### src/hw/rtl/polyline_coordinate_encoder_top_assert.svh
// ----------------------------------------------------------------------------
// Assertion macros for the polyline coordinate encoder
// Concurrent checks clocked on clk and disabled while rst_n is low.
// They compile to nothing in synthesis.
// ----------------------------------------------------------------------------
`ifndef POLYLINE_COORDINATE_ENCODER_TOP_ASSERT_SVH
`define POLYLINE_COORDINATE_ENCODER_TOP_ASSERT_SVH

`ifndef SYNTHESIS

// Check that a property holds at every clock edge out of reset
`define PCE_ASSERT(label, prop, msg) \
    label: assert property (@(posedge clk) disable iff (!rst_n) (prop)) else $error(msg);

// Check that a condition never holds at a clock edge out of reset
`define PCE_ASSERT_NEVER(label, cond, msg) \
    label: assert property (@(posedge clk) disable iff (!rst_n) !(cond)) else $error(msg);

`else

`define PCE_ASSERT(label, prop, msg)
`define PCE_ASSERT_NEVER(label, cond, msg)

`endif

`endif

### src/hw/rtl/pce_pkg.sv
// ----------------------------------------------------------------------------
// pce_pkg
// Shared constants and controller/datapath command types for the encoder.
// ----------------------------------------------------------------------------
package pce_pkg;

    // Character stream format
    localparam int unsigned CHUNK_BITS = 5;
    localparam int unsigned MAX_CHARS  = 6;
    localparam int unsigned ZZ_BITS    = CHUNK_BITS * MAX_CHARS;
    localparam int unsigned CHAR_BITS  = 7;
    localparam int unsigned EXT_BITS   = 64;

    localparam logic [CHAR_BITS-1:0] CHAR_OFFSET = 7'd63;

    // Commands from controller to datapath
    typedef struct packed {
        logic load;   // take a new coordinate, form the zigzag delta
        logic shift;  // drop the chunk just delivered
    } pce_cmd_t;

    // Status from datapath to controller
    typedef struct packed {
        logic last;   // current chunk is the final one of this coordinate
    } pce_status_t;

endpackage

### src/hw/rtl/pce_datapath.sv
// ----------------------------------------------------------------------------
// pce_datapath
// Holds previous latitude/longitude, forms the zigzag delta and shifts it
// out five bits at a time as printable characters.
// ----------------------------------------------------------------------------
module pce_datapath
    import pce_pkg::*;
#(
    parameter int unsigned COORD_BITS = 26
)
(
    input  logic                        clk,
    input  logic                        rst_n,
    input  pce_cmd_t                    cmd,
    output pce_status_t                 status,
    input  logic signed [COORD_BITS-1:0] coordinate,
    input  logic                        axis,
    input  logic                        line_start,
    output logic [CHAR_BITS-1:0]        code_char,
    output logic                        last_char
);

    localparam int unsigned DIFF_BITS = COORD_BITS + 1;

    logic [COORD_BITS-1:0] prev_lat_reg;
    logic [COORD_BITS-1:0] prev_lat_next;
    logic [COORD_BITS-1:0] prev_lon_reg;
    logic [COORD_BITS-1:0] prev_lon_next;
    logic [ZZ_BITS-1:0]    zz_reg;
    logic [ZZ_BITS-1:0]    zz_next;

    logic [COORD_BITS-1:0] prev_sel;
    logic [DIFF_BITS-1:0]  diff;
    logic [DIFF_BITS-1:0]  zigzag;
    logic [EXT_BITS-1:0]   zigzag_ext;
    logic                  more;
    logic [CHUNK_BITS:0]   chunk;

    // Pick the previous value of this axis, zero at the start of a line
    always_comb
    begin
        if (line_start)
        begin
            prev_sel = '0;
        end
        else if (axis)
        begin
            prev_sel = prev_lon_reg;
        end
        else
        begin
            prev_sel = prev_lat_reg;
        end
    end

    // Form the delta one bit wider, then zigzag it and cut to the chunk span
    assign diff       = {coordinate[COORD_BITS-1], coordinate}
                      - {prev_sel[COORD_BITS-1], prev_sel};
    assign zigzag     = {diff[DIFF_BITS-2:0], 1'b0} ^ {DIFF_BITS{diff[DIFF_BITS-1]}};
    assign zigzag_ext = {{(EXT_BITS-DIFF_BITS){1'b0}}, zigzag};

    // Update stored coordinates on load
    always_comb
    begin
        prev_lat_next = prev_lat_reg;
        prev_lon_next = prev_lon_reg;
        if (cmd.load)
        begin
            if (line_start)
            begin
                prev_lat_next = '0;
                prev_lon_next = '0;
            end
            if (axis)
            begin
                prev_lon_next = coordinate;
            end
            else
            begin
                prev_lat_next = coordinate;
            end
        end
    end

    // Load a fresh zigzag word or advance to the next chunk
    always_comb
    begin
        zz_next = zz_reg;
        if (cmd.load)
        begin
            zz_next = zigzag_ext[ZZ_BITS-1:0];
        end
        else if (cmd.shift)
        begin
            zz_next = zz_reg >> CHUNK_BITS;
        end
    end

    always_ff @(posedge clk or negedge rst_n)
    begin
        if (!rst_n)
        begin
            prev_lat_reg <= '0;
            prev_lon_reg <= '0;
        end
        else
        begin
            prev_lat_reg <= prev_lat_next;
            prev_lon_reg <= prev_lon_next;
        end
    end

    // Payload register, no reset needed
    always_ff @(posedge clk)
    begin
        zz_reg <= zz_next;
    end

    // Build the character from the low chunk and the continuation flag
    assign more        = (zz_reg[ZZ_BITS-1:CHUNK_BITS] != '0);
    assign chunk       = {more, zz_reg[CHUNK_BITS-1:0]};
    assign code_char   = CHAR_BITS'(chunk) + CHAR_OFFSET;
    assign last_char   = !more;
    assign status.last = !more;

endmodule

### src/hw/rtl/pce_ctrl.sv
// ----------------------------------------------------------------------------
// pce_ctrl
// Sequences one coordinate at a time: load, then hand out one character
// word per cycle while the output is not stalled, until the final one is taken.
// ----------------------------------------------------------------------------
module pce_ctrl
    import pce_pkg::*;
(
    input  logic        clk,
    input  logic        rst_n,
    input  logic        in_valid,
    output logic        in_stall,
    output logic        out_valid,
    input  logic        out_stall,
    output pce_cmd_t    cmd,
    input  pce_status_t status
);

    typedef enum logic [0:0] {
        ST_IDLE,
        ST_EMIT
    } state_t;

    state_t state_reg;
    state_t state_next;

    logic out_take;
    logic done;
    logic in_ready;
    logic in_take;

    // Handshake decode; the last character frees the slot in the same cycle
    assign out_take  = (state_reg == ST_EMIT) && !out_stall;
    assign done      = out_take && status.last;
    assign in_ready  = (state_reg == ST_IDLE) || done;
    assign in_take   = in_valid && in_ready;
    assign in_stall  = !in_ready;
    assign out_valid = (state_reg == ST_EMIT);

    // Commands to the datapath
    assign cmd.load  = in_take;
    assign cmd.shift = out_take && !status.last;

    // Next state
    always_comb
    begin
        state_next = state_reg;
        case (state_reg)
            ST_IDLE:
            begin
                if (in_take)
                begin
                    state_next = ST_EMIT;
                end
            end
            ST_EMIT:
            begin
                if (in_take)
                begin
                    state_next = ST_EMIT;
                end
                else if (done)
                begin
                    state_next = ST_IDLE;
                end
            end
            default:
            begin
                state_next = ST_IDLE;
            end
        endcase
    end

    // Hold state; out_valid is decoded straight from it
    always_ff @(posedge clk or negedge rst_n)
    begin
        if (!rst_n)
        begin
            state_reg <= ST_IDLE;
        end
        else
        begin
            state_reg <= state_next;
        end
    end

endmodule

### src/hw/rtl/polyline_coordinate_encoder_top.sv
// ----------------------------------------------------------------------------
// polyline_coordinate_encoder_top
// Encoded polyline character generator: one coordinate in, one to six
// ASCII characters out, delta-coded against the previous value of its axis.
//
//   Channel  Handshake            Word
//   -------  -------------------  ----------------------------------------
//   input    in_valid / in_stall  coordinate, axis, line_start
//   output   out_valid/out_stall  code_char, last_char
//
// A coordinate produces its characters one at a time, shifted out of the
// single zigzag register five bits per character.
// The next coordinate is taken in the cycle its predecessor's last
// character is taken, so with no output stall the output moves one word per
// cycle.
// Reset clears both stored coordinates to zero; no clearing pass is needed.
// A stall on the output holds the current character and stalls the input.
// ----------------------------------------------------------------------------
`include "polyline_coordinate_encoder_top_assert.svh"

module polyline_coordinate_encoder_top
    import pce_pkg::*;
#(
    parameter int unsigned COORD_BITS = 26
)
(
    input  logic                         clk,
    input  logic                         rst_n,
    input  logic                         in_valid,
    output logic                         in_stall,
    input  logic signed [COORD_BITS-1:0] coordinate,
    input  logic                         axis,
    input  logic                         line_start,
    output logic                         out_valid,
    input  logic                         out_stall,
    output logic [CHAR_BITS-1:0]         code_char,
    output logic                         last_char
);

    pce_cmd_t    cmd;
    pce_status_t status;

    // Controller
    pce_ctrl u_ctrl (
        .clk       (clk),
        .rst_n     (rst_n),
        .in_valid  (in_valid),
        .in_stall  (in_stall),
        .out_valid (out_valid),
        .out_stall (out_stall),
        .cmd       (cmd),
        .status    (status)
    );

    // Datapath
    pce_datapath #(
        .COORD_BITS (COORD_BITS)
    ) u_datapath (
        .clk        (clk),
        .rst_n      (rst_n),
        .cmd        (cmd),
        .status     (status),
        .coordinate (coordinate),
        .axis       (axis),
        .line_start (line_start),
        .code_char  (code_char),
        .last_char  (last_char)
    );

    // An accepted coordinate always shows a character next cycle
    `PCE_ASSERT(a_load_then_emit, (in_valid && !in_stall) |=> out_valid, "no character after load")
    // Never take a coordinate while an unfinished one is still going out
    `PCE_ASSERT_NEVER(a_no_overlap, in_valid && !in_stall && out_valid && !(!out_stall && last_char), "coordinate taken during emit")
    // Continuation characters carry the flag, the final one does not
    `PCE_ASSERT(a_flag_match, out_valid |-> ((code_char >= 7'd95) == !last_char), "continuation flag mismatch")

endmodule
### config.mk
export PLATFORM = sky130hd
export DESIGN_NAME = polyline_coordinate_encoder_top
export DESIGN_NICKNAME = d
export VERILOG_FILES = /design/src/hw/rtl/pce_pkg.sv /design/src/hw/rtl/pce_datapath.sv /design/src/hw/rtl/pce_ctrl.sv /design/src/hw/rtl/polyline_coordinate_encoder_top.sv
export VERILOG_INCLUDE_DIRS = /design/src /design/src/hw/rtl
export SDC_FILE = /design/constraint.sdc
export NUM_CORES = 1
export LEC_CHECK = 0
export BUFFER_PORTS_ARGS = -buffer_cell sky130_fd_sc_hd__buf_4
export CAP_MARGIN = 20
export CORE_MARGIN = 4
export CORE_UTILIZATION = 43
export CTS_BUF_LIST = sky130_fd_sc_hd__clkbuf_16
export CTS_CLUSTER_DIAMETER = 200
export DETAILED_ROUTE_END_ITERATION = 6
export SETUP_SLACK_MARGIN = 0.1
export SYNTH_ARGS = -nofsm -noshare
export SYNTH_HDL_FRONTEND = slang
export SYNTH_SLANG_ARGS = --single-unit
### constraint.sdc
create_clock -name clk -period 2.8 [get_ports clk]
set_clock_uncertainty 0.05 [all_clocks]
set_input_delay 0.14 -clock clk [delete_from_list [all_inputs] [get_ports clk]]
set_output_delay 0.14 -clock clk [all_outputs]
set_load 0.03 [all_outputs]
# Word-level counts from Yosys, hierarchy flattened
# Index checks and enable logic that the tools add are counted.
# op_classes
n_addsub	2
eq_ne	1
mux	11
bitwise	2
reduce_logical	13
# ops
operator	count
$mux 26	5
$mux 27	2
$sub 26x26->27	1
$xor 27x27->27	1
$reduce_bool 25->1	1
$add 6x6->7 const B	1
$logic_and 1x1->1	4
$reduce_and 2->1	2
$reduce_bool 2->1	2
$logic_not 1->1	3
$mux 1	3
$ne 2x1->1 const B	1
$pmux 1 s2	1
$logic_or 1x1->1	1
$not 1->1	1
# word_totals
ff_bits	80
in_bits	32
out_inout_bits	10
word_cells	33

# Depth between registers and ports, before layout
# Gate-level depths: netlist (run 1).
# depth
depth_word	7
mapped_depth	15
depth_no_buf	12

# Modules after synthesis
# Synthesis (run 1) repeated with hierarchy kept, for this count alone.
# unflattened
cells_unflattened	547
area_unflattened_um2	5326.4
# modules_own_cells
mod	n_inst	cells_each	area_per_inst_um2	seq_area_each_um2
pce_datapath	1	540	5251.3	2112.0
pce_ctrl	1	7	75.1	25.0

# Least setup slack after synthesis (run 1)
# Ideal clock, no wire load.
# synth_path
kind	input port to flip-flop
startpoint	input axis
endpoint	register u_datapath.zz_reg[22], data pin
setup_ps	266
t_arrival_ps	3391
t_required_ps	2484
path_slack_ps	-907
cell_stages	15
n_path_buf	4
path_cell_list	clkbuf_1 buf_1 mux2i_1 or2_2 ha_1 clkbuf_1 a21o_1 o21bai_1 a22o_1 a21o_1 o31ai_4 buf_6 xnor2_1 xnor2_1 nor2_1
# synth_via
elab_chain_len	5
# synth_lines
element	line_no	text
from (decl)	polyline_coordinate_encoder_top.sv:32	input logic axis,
$mux 26	pce_datapath.sv:46	else if (axis)
$mux 26	pce_datapath.sv:42	if (line_start)
$sub 26x26->27	pce_datapath.sv:58	- {prev_sel[COORD_BITS-1], prev_sel};
$xor 27x27->27	pce_datapath.sv:59	assign zigzag = {diff[DIFF_BITS-2:0], 1'b0} ^ {DIFF_BITS{diff[DIFF_BITS-1]}};
$mux 27	pce_datapath.sv:89	if (cmd.load)
to (signal assigned)	pce_datapath.sv:116	zz_reg <= zz_next;
to (decl)	pce_datapath.sv:29	logic [ZZ_BITS-1:0] zz_reg;
# Every way passes these cells.
# A chain may end at the register's enable or synchronous reset.

# Final worst setup path (run 1)
# layout_path
startpoint	register u_datapath.prev_lon_reg[21]
endpoint	register u_datapath.zz_reg[18], data pin
# layout_via
elab_chain_len	5
# layout_lines
element	line_no	text
from (decl)	pce_datapath.sv:27	logic [COORD_BITS-1:0] prev_lon_reg;
from (signal assigned)	pce_datapath.sv:109	prev_lon_reg <= prev_lon_next;
$mux 26	pce_datapath.sv:46	
$mux 26	pce_datapath.sv:42	
$sub 26x26->27	pce_datapath.sv:58	
$xor 27x27->27	pce_datapath.sv:59	
$mux 27	pce_datapath.sv:89	
named net u_datapath.zz_next[18]	pce_datapath.sv:30	logic [ZZ_BITS-1:0] zz_next;
# The timed path passes the listed nets, and every way through them passes these cells.

==> out/qor.csv, run 1 <==
stage,metric,value,unit
place,IO Port Bufs,41,
die,Die Footprint,14300,µm²
final_layout,"non-filler cells, final",877,
pwr,NetSw,1.06,mW
global_route,global-route wire length before repair,23.4,mm
worst_setup_path,"slowest stage delay, CP",350,ps
synth,post-synth cell types,57,
worst_setup_path,Worst Path Arrival,3040,ps
synth,warnings from Yosys,0,
place,dpl cells,838,
clocking,clock root cell,clkbuf_16,
global_route,vias in the first global route,4703,
final_layout,# fillers,1039,
place,DP HPWL,10.0,mm
final_layout,"Design Area, Final",7330,µm²
synth,synthesized flop and latch total,80,
synth,"Avg Cell Area, Syn",9.38,µm²
drt,via count,4626,
synth,largest area contributor in the netlist,dfrtp_1,
final_layout,layout cells sized above 1,35.4,%
timing,Max Slew Vio Count,0,
worst_setup_path,"Max stage delay cell, worst path",dfrtp_1,
place,dpl cell area,6530,µm²
worst_setup_path,CP max FO,4,
pwr,Sw Share,28.8,%
final_layout,area delta synth->final,37.4,%
drt,DR vias/cell,5.27,
worst_setup_path,crit-path cells,"mux2i_1, or2_4, ha_4, a21o_1, or3_1, a311oi_2, nor3_2, o31ai_4, buf_4, nor2_2, and3_1, a211o_1",
drt,Routed WL per cell,15.9,µm
timing,Final setup viols,26,
timing,Final WS setup,-188,ps
worst_setup_path,Crit Path Class,flop to flop,
die,Core Area,12100,µm²
synth,share of the synthesized area in the top cell type,24.8,%
status,status,"finished, violations left",
synth,"top cells by area, synth","dfrtp_1 (25%), edfxtp_1 (15%), ha_1 (6.8%)",
timing,minimum clock period,2990,ps
timing,RSZ-0062 raised after global routing,true,
die,Die X,119,µm
clocking,CTS Buffer Depth,2,
job,max-cap viol count,0,
clocking,Skew-Pair Late Insertion Delay,350,ps
worst_setup_path,CP required,2850,ps
clocking,CTS sink cnt,80,
pwr,internal power,2.62,mW
final_layout,antenna fix cells,0,
final_layout,Final Util,60.8,%
pwr,Clock power frac,32.8,%
final_layout,final-stage net count,766,
synth,Cells after Synth,569,
global_route,largest net degree at the start of global routing,54,
global_route,initial antenna violation count,0,
die,IO Count,42,
synth,register area share after synthesis,40.0,%
final_layout,FF+latch area,2140,µm²
global_route,Global Route Usage Sum,20.6,%
drt,first-pass detailed-route iteration total,5,
drt,1st-iter DRT viols,292,
timing,Slew HR,54.7,%
drt,drt total wl,13.9,mm
clocking,Worst-path clk slew,60,ps
worst_setup_path,crit start category,flop,
synth,Most used DFF post-synth,dfrtp_1,
die,Core Rows,40,
pwr,Reg power frac,36.5,%
timing,Worst Tran Pin Value,679,ps
worst_setup_path,FF-to-FF setup slack,-190,ps
synth,Synthesized Nets,631,
timing,WHS,24.9,ps
synth,Synth Cell Area,5340,µm²
synth,"EDFF count, synth",27,
pwr,Comb pwr share,30.7,%
clocking,CTS H-tree depth,3,
final_layout,Largest register FFs,27,
min_path,HP Class,input pin to flop,
global_route,global route overflow,0,
timing,f_max,0.335,GHz
timing,Final Hold Violating Endpoints,0,
clocking,TritonCTS clock tree,yes,
status,failing checks,negative setup slack,
worst_setup_path,critical path endpoint category,flop,
synth,asr flop ratio synth,66.3,%
clocking,clock buffer count from CTS,9,
timing,Final Cycle Share,107,%
pwr,Peak VDD IR,0.318,mV
drt,Remaining DRCs,0,
die,initial core utilization,44.3,%
die,chip height,119,µm
drt,ANT nets after route,0,
final_layout,Multi-input gate area,3390,µm²
place,global placement routability congestion,0.956,
pwr,Leak,3.22,nW
pwr,pwr/cell area,503,nW/µm²
## critical path: cells and delay by family (launching register included)
family / cells / cell delay (ps)
muxes: 1 / 80
adders and majority gates: 1 / 220
buffers and inverters: 1 / 180
DFF: 1 / 350
AOI/OAI and AO/OA: 4 / 980
and+or+nand+nor: 5 / 870
## power by group through the flow
stage	registers, mW	logic (mW)	clock network (mW)
floorplan	1.36	0.649	0
global placement	1.37	0.986	0
detailed placement	1.37	1.00	0
CTS	1.35	1.11	1.24
global route	1.36	1.25	1.30
finish	1.35	1.13	1.21
## cells in the final DEF, fill, tap and decap left out, drive strengths merged, types with 3 or more instances in the layout
cell,Yosys,layout
inv,13,18
a32o,20,20
nand2b,3,3
nand2,89,89
nand4,8,8
o21ai,61,62
clkbuf,20,10
a21o,12,12
and3,4,4
nand3,9,9
edfxtp,27,27
a21oi,24,24
a22o,3,3
dfrtp,53,53
o31ai,4,4
or4,3,3
o21a,4,4
xnor2,29,29
ha,29,29
or2,26,26
nor4,4,4
xor2,14,14
nor2b,5,5
dlygate4sd3,0,4
nor3,9,9
nor2,26,26
mux2i,28,28
buf,14,153
## per-layer routing
layer	wire length, µm	GRT usage (%)	vias to the layer above
met4	183	5.51	0
met5	0	0	-
met2	6530	32.7	94
met3	622	4.51	13
li1	-	-	2313
met1	6600	28.5	2206
## cell type report
| cell class | count | share of cell area (%) |
|---|---|---|
| Clock buffer | 10 | 3.41 |
| Clock inverter | 6 | 0.768 |
| Inverter | 14 | 0.717 |
| Multi-Input combinational cell | 442 | 46.2 |
| Sequential cell | 80 | 29.1 |
| Tap cell | 168 | 2.87 |
| Timing Repair Buffer | 157 | 16.9 |
## cell usage after synthesis (3+ instances only)
master and instances:
xor2_1 13, nand2_1 89, a22o_1 3, or2_2 26
buf_4 3, nand2b_1 3, nand3_1 9, buf_1 3
ha_1 29, nand4_1 8, edfxtp_1 27, o21ai_1 5
and3_1 4, a32o_1 20, nor2b_1 5, o21ai_0 53
xnor2_1 29, o31ai_1 3, a21oi_1 24, a21o_1 12
nor3_1 9, o21a_1 4, clkbuf_1 20, inv_1 13
buf_2 5, nor4_1 4, dfrtp_1 53, mux2i_1 28
nor2_1 26
## through the flow
stage | power [mW] | TNS, ps | worst slack [ps]
5_1_grt | 3.90 | -5510 | -297
4_1_cts | 3.70 | -2030 | -168
3_5_place_dp | 2.37 | -9550 | -471
3_3_place_gp | 2.35 | -7060 | -403
2_1_floorplan | 2.00 | -3000 | -216
6_report | 3.69 | -2680 | -188
## final timing paths
check | to | cells past startpoint | from
max | u_datapath.zz_reg[18] | 12 | u_datapath.prev_lon_reg[21]
min | u_datapath.prev_lat_reg[22] | 3 | coordinate[22]
max reg2reg | u_datapath.zz_reg[18] | 12 | u_datapath.prev_lon_reg[21]
min reg2reg | u_datapath.prev_lat_reg[22] | 2 | u_datapath.prev_lat_reg[22]
max in group asynchronous | u_datapath.prev_lat_reg[18] | 2 | rst_n
min in group asynchronous | u_datapath.prev_lat_reg[9] | 2 | rst_n
## cells by family after synthesis
logic type | share of synthesized area (%)
adders and majority gates | 7.17
buffers and inverters | 4.20
muxes | 5.25
xor gates and xnor gates | 7.62
DFF | 40.0
and+or+nand+nor | 16.9
AOI/OAI and AO/OA | 18.8
## what timing repair did
item / CTS / global route
hold buffers: 4 / 0
setup buffers: 10 / 8
cloned: 0 / 1
endpoints found under the hold margin: 56 / 0
resized for setup: 49 / 7
setup endpoints to repair: 27 / 62
pin swaps: 19 / 13
Power figures use the tool's default switching activity.
==> run 2, diff against run 1 <==
--- a/config.mk
+++ b/config.mk
@@ -6,10 +6,11 @@
 export SDC_FILE = /design/constraint.sdc
 export NUM_CORES = 1
 export LEC_CHECK = 0
+export ABC_AREA = 1
 export BUFFER_PORTS_ARGS = -buffer_cell sky130_fd_sc_hd__buf_4
 export CAP_MARGIN = 20
 export CORE_MARGIN = 4
-export CORE_UTILIZATION = 43
+export CORE_UTILIZATION = 40
 export CTS_BUF_LIST = sky130_fd_sc_hd__clkbuf_16
 export CTS_CLUSTER_DIAMETER = 200
 export DETAILED_ROUTE_END_ITERATION = 6
==> run 2 against run 1 <==
  * The flow now finishes without violations
  * First-iteration DRC count decreased by 0.34%
  * Total power fell by 7.5%
  * Synthesized cell count rose by 58%
  * Cell count increased by 33%
  * Sequential cell count is the same
  * Combinational power shrank 13%
  * Register-to-register slack gained 480 ps
  * Synthesized area rose by 14%
  * Clock-buffer cell count down 1
  * Critical endpoint is now u_datapath.zz_reg[12]
  * Largest power group unchanged
==> out/qor.csv, run 2 <==
stage,metric,value,unit
status,status,finished clean,
final_layout,final-stage net count,1041,
worst_setup_path,Worst Path Arrival,2560,ps
synth,Synth Area in Compound Gates,9.98,%
die,IO Count,42,
synth,main combinational cell family by area after synthesis,simple AND/OR/NAND/NOR gates,
synth,synthesized flop and latch total,80,
synth,adder-cell area share of the yosys netlist,6.31,%
die,Die X,131,µm
pwr,Sw Share,33.0,%
final_layout,Largest register FFs,27,
final_layout,"commonest non-fill, non-tap cell in the layout",nand2_1,
place,DP HPWL,11.9,mm
synth,simple-gate share of the synthesized area,34.5,%
worst_setup_path,CP max FO,8,
pwr,NetSw,1.13,mW
global_route,Global Route Usage Sum,18.8,%
final_layout,highest-count cells in the layout ignoring fill and taps,"nand2_1 (320), inv_1 (128), nand3_1 (98)",
clocking,clock buffer count from CTS,9,
drt,Routed WL per cell,13.5,µm
global_route,M3 GR Usage,3.33,%
synth,"EDFF count, synth",27,
synth,Most used DFF post-synth,dfrtp_1,
timing,total negative setup slack,0,ps
pwr,Clock power frac,31.6,%
final_layout,area delta synth->final,20.2,%
worst_setup_path,critical path endpoint category,flop,
pwr,internal power,2.28,mW
die,initial core utilization,41.3,%
drt,DR vias/cell,4.93,
synth,Synth Area in XOR/XNOR,2.16,%
synth,"top cells by area, synth","dfrtp_1 (22%), nand2_1 (20%), edfxtp_1 (13%)",
drt,via count,5755,
timing,Final Cycle Share,89.5,%
global_route,largest net degree at the start of global routing,54,
clocking,TritonCTS clock tree,yes,
min_path,HP Class,input pin to flop,
timing,minimum clock period,2510,ps
global_route,vias in the first global route,5552,
pwr,Reg power frac,39.5,%
timing,Worst Tran Pin Value,685,ps
synth,Synthesized Nets,960,
job,max-cap viol count,0,
synth,largest area contributor in the netlist,dfrtp_1,
drt,1st-iter DRT viols,291,
pwr,pwr/cell area,468,nW/µm²
clocking,Skew-Pair Late Insertion Delay,350,ps
pwr,Peak VDD IR,0.282,mV
place,global placement routability congestion,0.959,
clocking,Worst-path clk slew,60,ps
timing,RSZ-0062 raised after global routing,true,
place,dpl cell area,6790,µm²
timing,WHS,8.63,ps
synth,cell with the most instances after synthesis,nand2_1,
die,Core Area,14700,µm²
timing,Final setup viols,0,
synth,share of the synthesized area in the top cell type,21.9,%
clocking,clock root cell,clkbuf_16,
timing,Slew HR,54.3,%
clocking,Post CTS Setup Buffer Count,0,
place,dpl cells,1131,
timing,f_max,0.399,GHz
global_route,routing usage on met2,31.7,%
drt,drt total wl,15.8,mm
worst_setup_path,CP required,2850,ps
drt,ANT nets after route,0,
die,Core Rows,44,
synth,Synth Cell Area,6070,µm²
global_route,GR peak layer,met2,
place,IO Port Bufs,41,
synth,warnings from Yosys,0,
global_route,initial antenna violation count,0,
global_route,global route overflow,0,
clocking,CTS H-tree depth,3,
final_layout,layout cells sized above 1,11.6,%
die,chip height,131,µm
worst_setup_path,Crit Path Class,flop to flop,
synth,mux contribution to synthesized area,0,%
synth,asr flop ratio synth,66.3,%
pwr,Leak,3.91,nW
synth,register area share after synthesis,35.2,%
global_route,global-route wire length before repair,26.6,mm
global_route,M1 GR Usage,23.3,%
synth,top post-synthesis cells by count,"nand2_1 (321), inv_1 (127), nand3_1 (99)",
synth,post-synth cell types,35,
drt,Remaining DRCs,0,
final_layout,"Design Area, Final",7290,µm²
final_layout,antenna fix cells,0,
die,Die Footprint,17200,µm²
pwr,Comb pwr share,28.9,%
clocking,CTS sink cnt,80,
clocking,CTS Buffer Depth,2,
synth,"Avg Cell Area, Syn",6.76,µm²
drt,first-pass detailed-route iteration total,5,
timing,Final Hold Violating Endpoints,0,
final_layout,"non-filler cells, final",1168,
timing,Max Slew Vio Count,0,
worst_setup_path,crit start category,flop,
synth,Cells after Synth,898,
run 2: cell types whose count changed after synthesis, moves of 23 or more:
cell | before | now
nor2_1 | 26 | 53
mux2i_1 | 28 | 0
nand3_1 | 9 | 99
or2_2 | 26 | 1
xnor2_1 | 29 | 6
a22oi_1 | 0 | 24
nand2_1 | 89 | 321
inv_1 | 13 | 127
run 2: logic make-up after synthesis:
logic type | count (synthesis)
DFF | 80
buffers and inverters | 165
adders and majority gates | 30
and+or+nand+nor | 501
AOI/OAI and AO/OA | 107
xor gates and xnor gates | 15
run 2: power by group through the flow:
stage | Sequential [mW] | Combinational, mW | Clock (mW)
5_1_grt | 1.36 | 1.12 | 1.15
2_1_floorplan | 1.35 | 0.626 | 0
4_1_cts | 1.34 | 0.984 | 1.11
3_3_place_gp | 1.37 | 0.948 | 0
3_5_place_dp | 1.37 | 0.957 | 0
6_report | 1.35 | 0.986 | 1.08
run 2: area by class of cell:
class / instances / area (µm²)
Fill cell: 1490 / 7410
Multi-Input combinational cell: 653 / 3250
Sequential cell: 80 / 2140
Timing Repair Buffer: 105 / 923
Inverter: 130 / 489
Tap cell: 184 / 230
Clock buffer: 9 / 225
Clock inverter: 7 / 40.0
run 2: timing repair:
item	in CTS	in global routing
hold buffers	21	0
resized for setup	0	7
endpoints found under the hold margin	84	0
setup endpoints to repair	0	22
run 2: stage by stage:
step	setup slack [ps]	total power [mW]	utilization (%)
after global placement	70.5	2.31	46.2
after floorplan	102	1.98	-
final	294	3.41	49.6
after CTS	227	3.43	49.4
after global routing	93.3	3.63	49.6
after detailed placement	51.0	2.32	46.2
run 2: final timing paths:
check / startpoint / to / slack (ps) / depth (start not counted)
worst min register to register: u_datapath.prev_lon_reg[6] / u_datapath.prev_lon_reg[6] / 430 / 2
worst max-delay path: u_datapath.prev_lat_reg[0] / u_datapath.zz_reg[12] / 290 / 15
max in group asynchronous: rst_n / u_datapath.prev_lat_reg[1] / 1910 / 2
min in group asynchronous: rst_n / u_datapath.prev_lat_reg[21] / 320 / 2
worst min-delay path: coordinate[13] / u_datapath.prev_lon_reg[13] / 9 / 3
worst max register to register: u_datapath.prev_lat_reg[0] / u_datapath.zz_reg[12] / 290 / 15
run 2: critical path, stage by stage (launching register included):
cell     delay [ps]
dfrtp_1         370
inv_1            70
o22ai_1          90
ha_1            210
fa_1            400
inv_1           100
nand3_1         100
nand3_2         110
nand2_1         110
nand3_2         100
nand2_1          90
nand2_4         130
buf_6           140
nand2_1          50
nand3_1          80
nand2_1          70
run 2: routing by layer:
layer	share of wire, %	routed length, µm
met5	0	0
met4	3.8	603
met3	3.8	600
met2	46	7310
met1	46	7290
